<file path="config.mk">
export PLATFORM = sky130hd
export DESIGN_NAME = tbp_ctrl
export DESIGN_NICKNAME = d
export VERILOG_FILES = /design/src/rtl/tbp_pkg.sv /design/src/rtl/tbp_ctrl.sv
export VERILOG_INCLUDE_DIRS = /design/src /design/src/rtl
export SDC_FILE = /design/constraint.sdc
export NUM_CORES = 1
export LEC_CHECK = 0
export BUFFER_PORTS_ARGS = -buffer_cell sky130_fd_sc_hd__buf_4
export CORE_AREA = 8 8 45 47
export DETAILED_ROUTE_END_ITERATION = 16
export DIE_AREA = 0 0 53 55
export HOLD_SLACK_MARGIN = 0.02
export PLACE_DENSITY = 0.39
export SLEW_MARGIN = 20
export SYNTH_ARGS = -nofsm -noshare
export SYNTH_HDL_FRONTEND = slang
export SYNTH_SLANG_ARGS = --single-unit
</file>
<file path="constraint.sdc">
create_clock -name clock -period 1.2 [get_ports clock]
set_input_delay 0.12 -clock clock [delete_from_list [all_inputs] [get_ports clock]]
set_output_delay 0.12 -clock clock [all_outputs]
set_load 0.1 [all_outputs]
</file>
<file path="src/rtl/assert_macros.svh">
`ifndef ASSERT_MACROS_SVH
`define ASSERT_MACROS_SVH

// checked only outside reset
`define TBP_ASSERT(label, prop, msg) \
   label: assert property (@(posedge clock) disable iff (reset) prop) else $error(msg);

// checked at every edge, reset included
`define TBP_ASSERT_ALWAYS(label, prop, msg) \
   label: assert property (@(posedge clock) prop) else $error(msg);

`endif

</file>
<file path="src/rtl/tbp_pkg.sv">
package tbp_pkg;

   localparam int MAX_GLOBAL_BITS  = 13;
   localparam int MAX_BIMODAL_BITS = 12;
   localparam int MAX_CHOOSER_BITS = 12;

   localparam int GSH_W = MAX_GLOBAL_BITS;
   localparam int BIM_W = MAX_BIMODAL_BITS;
   localparam int CHO_W = MAX_CHOOSER_BITS;
   localparam int GSH_DEPTH = 1 << GSH_W;
   localparam int BIM_DEPTH = 1 << BIM_W;
   localparam int CHO_DEPTH = 1 << CHO_W;

   localparam int GB_MAX = (GSH_W > BIM_W) ? GSH_W : BIM_W;
   localparam int CLR_W  = (GB_MAX > CHO_W) ? GB_MAX : CHO_W;

   localparam int ADDR_W     = 32;
   localparam int CSR_IDX_W  = 2;
   localparam int CSR_DATA_W = 4;

   localparam logic [CSR_IDX_W-1:0] CSR_MODE         = 2'd0;
   localparam logic [CSR_IDX_W-1:0] CSR_GLOBAL_BITS  = 2'd1;
   localparam logic [CSR_IDX_W-1:0] CSR_BIMODAL_BITS = 2'd2;
   localparam logic [CSR_IDX_W-1:0] CSR_CHOOSER_BITS = 2'd3;

   localparam logic [1:0] MODE_STATIC     = 2'd0;
   localparam logic [1:0] MODE_GSHARE     = 2'd1;
   localparam logic [1:0] MODE_TOURNAMENT = 2'd2;

   localparam logic [1:0] MODE_RST         = MODE_GSHARE;
   localparam logic [3:0] GLOBAL_BITS_RST  = 4'd13;
   localparam logic [3:0] BIMODAL_BITS_RST = 4'd10;
   localparam logic [3:0] CHOOSER_BITS_RST = 4'd10;

   localparam logic [1:0] CTR_WEAK_TAKEN     = 2'd2;
   localparam logic [1:0] CTR_WEAK_NOT_TAKEN = 2'd1;

   typedef enum logic [1:0] {
      ST_CLEAR,
      ST_IDLE,
      ST_WRITE
   } state_type;

   typedef struct packed {
      logic clear;
      logic capture;
      logic commit;
   } cmd_type;

   typedef struct packed {
      logic clear_last;
   } status_type;

   // low-bit mask of the given width, clamped to 1..maxbits
   function automatic logic [CLR_W-1:0] width_mask(logic [3:0] bits, int maxbits);
      int eff;
      logic [CLR_W-1:0] m;
      eff = int'(bits);
      if (eff < 1) eff = 1;
      if (eff > maxbits) eff = maxbits;
      for (int i = 0; i < CLR_W; i++) begin
         m[i] = (i < eff);
      end
      return m;
   endfunction

   function automatic logic [1:0] sat_update(logic [1:0] c, logic t);
      logic [1:0] r;
      if (t) r = (c == 2'd3) ? 2'd3 : c + 2'd1;
      else   r = (c == 2'd0) ? 2'd0 : c - 2'd1;
      return r;
   endfunction

endpackage

</file>
<file path="src/rtl/tbp_ctrl.sv">
`include "assert_macros.svh"

module tbp_ctrl (
   input  logic                 clock,
   input  logic                 reset,
   input  logic                 req_valid,
   output logic                 req_ready,
   output logic                 rsp_valid,
   input  logic                 rsp_ready,
   input  tbp_pkg::status_type  status,
   output tbp_pkg::cmd_type     cmd
);

   tbp_pkg::state_type state_ff, state_in;
   logic rsp_valid_ff, rsp_valid_in;
   logic accept, out_free;

   assign accept   = req_valid && req_ready;
   assign out_free = !rsp_valid_ff || rsp_ready;

   always_comb begin
      state_in = state_ff;
      unique case (state_ff)
         tbp_pkg::ST_CLEAR: if (status.clear_last) state_in = tbp_pkg::ST_IDLE;
         tbp_pkg::ST_IDLE:  if (accept) state_in = tbp_pkg::ST_WRITE;
         tbp_pkg::ST_WRITE: if (out_free) state_in = tbp_pkg::ST_IDLE;
         default:           state_in = tbp_pkg::ST_CLEAR;
      endcase
   end

   always_comb begin
      req_ready   = 1'b0;
      cmd.clear   = 1'b0;
      cmd.capture = 1'b0;
      cmd.commit  = 1'b0;
      unique case (state_ff)
         tbp_pkg::ST_CLEAR: cmd.clear = 1'b1;
         tbp_pkg::ST_IDLE: begin
            req_ready   = 1'b1;
            cmd.capture = req_valid;
         end
         tbp_pkg::ST_WRITE: cmd.commit = out_free;
         default: ;
      endcase
   end

   // output slot: a new item lands when the old one leaves or the slot is empty
   always_comb begin
      if (cmd.commit) rsp_valid_in = 1'b1;
      else if (rsp_ready) rsp_valid_in = 1'b0;
      else rsp_valid_in = rsp_valid_ff;
   end

   always_ff @(posedge clock) begin
      if (reset) begin
         state_ff     <= tbp_pkg::ST_CLEAR;
         rsp_valid_ff <= 1'b0;
      end else begin
         state_ff     <= state_in;
         rsp_valid_ff <= rsp_valid_in;
      end
   end

   assign rsp_valid = rsp_valid_ff;

   `TBP_ASSERT_ALWAYS(a_reset_clears, reset |=> (state_ff == tbp_pkg::ST_CLEAR), "reset must start the table sweep")
   `TBP_ASSERT(a_accept_to_write, accept |=> (state_ff == tbp_pkg::ST_WRITE), "accepted item must go to write-back")
   `TBP_ASSERT(a_no_overwrite, (rsp_valid_ff && !rsp_ready) |-> !cmd.commit, "held result overwritten")
   `TBP_ASSERT(a_rsp_from_write, $rose(rsp_valid_ff) |-> $past(state_ff == tbp_pkg::ST_WRITE), "result without write-back")

endmodule

</file>
==> flow_summary.ini <==
[cells_and_area]
final_cell_mix = 6 x buf_4, 3 x nand2b_1, 3 x clkbuf_4
design_area_um2 = 302
final_net_count = 36
layout_commonest_cell = buf_4
areaGrowthSynthToFinish_pct = 78.5
drive_above_1_share = 0.633
final-instance-count-excl-fill = 46
num_antenna_cells = 0

[sta]
max_slew_margin = 0.815
clock_skew_ns = 0.00213
rsz0062_at_grt = yes
setup_viol = 0
fin_tns_setup_ns = 0
report.final.slew_viol_count = 0
fmax_ghz = 0.853
worst_pin_slew_ns = 0.280
min_period_ns = 1.17
period_share = 0.977
hold_viol = 0

[worst_setup_path]
critical-path-top-delay-family = flip-flops
crit_required_ns = 1.08
cpPeakStageDelay_ns = 0.34
crit_chain = nand2b_4, nor2b_4, buf_12
crit_type = reg2out
cp_slowest_cell = dfxtp_2
critPathMaxFanout = 6
cp.arrival_ns = 1.05
cp.depth = 3
critPathCaptureType = output port
crit_path_start_kind = flip-flop
r2r_cells = 3
path_buf_inv = 1

[floorplan]
core_um2 = 1380
rows = 14
ios = 10
die_height_um = 55
start_util = 0.122
dieArea_um2 = 2920
die_width_um = 53

[status]
status = complete, no violations

[power]
peakVddDrop_mv = 0.312
powerDensity_nw_per_um2 = 1410
leakagePower_nw = 0.139

[yosys]
synth_warnings = 0
synth_top_area_frac = 0.356
ys_seq_area_frac = 0.356
synth_cells = 19
netlist_area_um2 = 169
yosysTopAreaCell = dfxtp_1
ys_ff_latch = 3
syn-num-nets = 24
syn_area_per_cell_um2 = 8.89
synth_cell_type_count = 11
synth_area_leaders = dfxtp_1 36%, nand2b_1 11%, buf_4 8.9%

[grt]
overflow = 0
grtUsageTotal = 0.0273
grt_pass1_wl_um = 524
grt_max_degree = 7
antenna_found_initial = 0
grt_pass1_vias = 144

[placement]
placed_area_um2 = 248
place_inst = 42
portBuffers = 9
routabilityCongestion = 0.663

[route]
routed_wl_um = 404
routed_via_density = 3.33
vias = 153
firstDrtPassIters = 2
drtIter0Drc = 3
wl_per_cell_um = 8.78
drc = 0
final_antenna_net_count = 0

[clock_network]
clkLatencyLatePin_ns = 0.23
clockBufferDepth = 2
cts_tree = yes
cts_hold_buffers = 0
cts_sinks = 3
clkTransAtPathRegs_ns = 0.04
cts_max_level = 1
root_buffer = clkbuf_4
cts_made_buffers = 3

[hold_path]
hold_path.class = in2reg
whs_path_depth = 2

[run]
maxCapViolCount = 0
-- synthesized netlist by cell type --
| cell type | count |
|---|---|
| nor2b_2 | 1 |
| o22a_1 | 1 |
| a21oi_1 | 2 |
| and2b_2 | 1 |
| dfxtp_1 | 3 |
| nor2_1 | 3 |
| nand2b_1 | 3 |
| o21ba_1 | 1 |
| nand2b_4 | 1 |
| nand2_1 | 1 |
| buf_4 | 2 |
-- flip-flops by register name, summed over array words and instances, names as in the netlist --
register,flops
rsp_valid,1
state_ff,2
-- power by group --
group	internal (W)	switching [W]	total [W]
combinational	0.0000445	0.0000960	0.000140
sequential	0.000105	0.00000766	0.000113
clock	0.000124	0.0000469	0.000171
-- cell families after synthesis --
group / Yosys count / synth area share
flip-flops: 3 / 0.356
AO/OA/AOI/OAI: 4 / 0.170
AND/OR/NAND/NOR: 10 / 0.385
buffers and inverters: 2 / 0.0889
-- through the flow --
stage | power [W] | util | worst slack [ns] | hold slack (ns)
detailed placement | 0.000246 | 0.179 | 0.109 | 0.289
global route | 0.000451 | 0.218 | -0.0163 | 0.0560
floorplan | 0.000219 | - | -0.0946 | 0.179
finish | 0.000424 | 0.218 | 0.0274 | 0.0527
CTS | 0.000437 | 0.218 | 0.0119 | 0.0443
global placement | 0.000246 | 0.179 | 0.123 | 0.287
-- layer usage --
metal	vias to the layer above	track usage	wire, um
met4	0	0.0388	0
met5	-	0	0
met2	7	0.0293	167
met3	0	0.0160	52
li1	81	-	-
met1	65	0.0303	184
-- area by class of cell --
| cell class | instances | area, um2 |
|---|---|---|
| clock buffers | 4 | 26.3 |
| multi-input cells | 14 | 101 |
| flip-flops and latches | 3 | 66.3 |
| repair buffers | 9 | 87.6 |
| well taps | 16 | 20.0 |
| fillers | 156 | 1080 |
-- path summary, 6_finish.rpt --
path                      end   startpoint  slack (ns)
setup / recovery       cmd[0]  state_ff[0]        0.03
hold / removal      rsp_valid        reset        0.05
setup reg to reg  state_ff[0]  state_ff[0]        0.35
hold reg to reg     rsp_valid    rsp_valid        0.54
-- timing repair --
item | in CTS | in global routing
buffers inserted | 0 | 0
endpoints found under the setup margin | 3 | 2
gates resized for setup | 8 | 0
endpoints found under the hold margin | 0 | 0
Power figures use the tool's default switching activity.
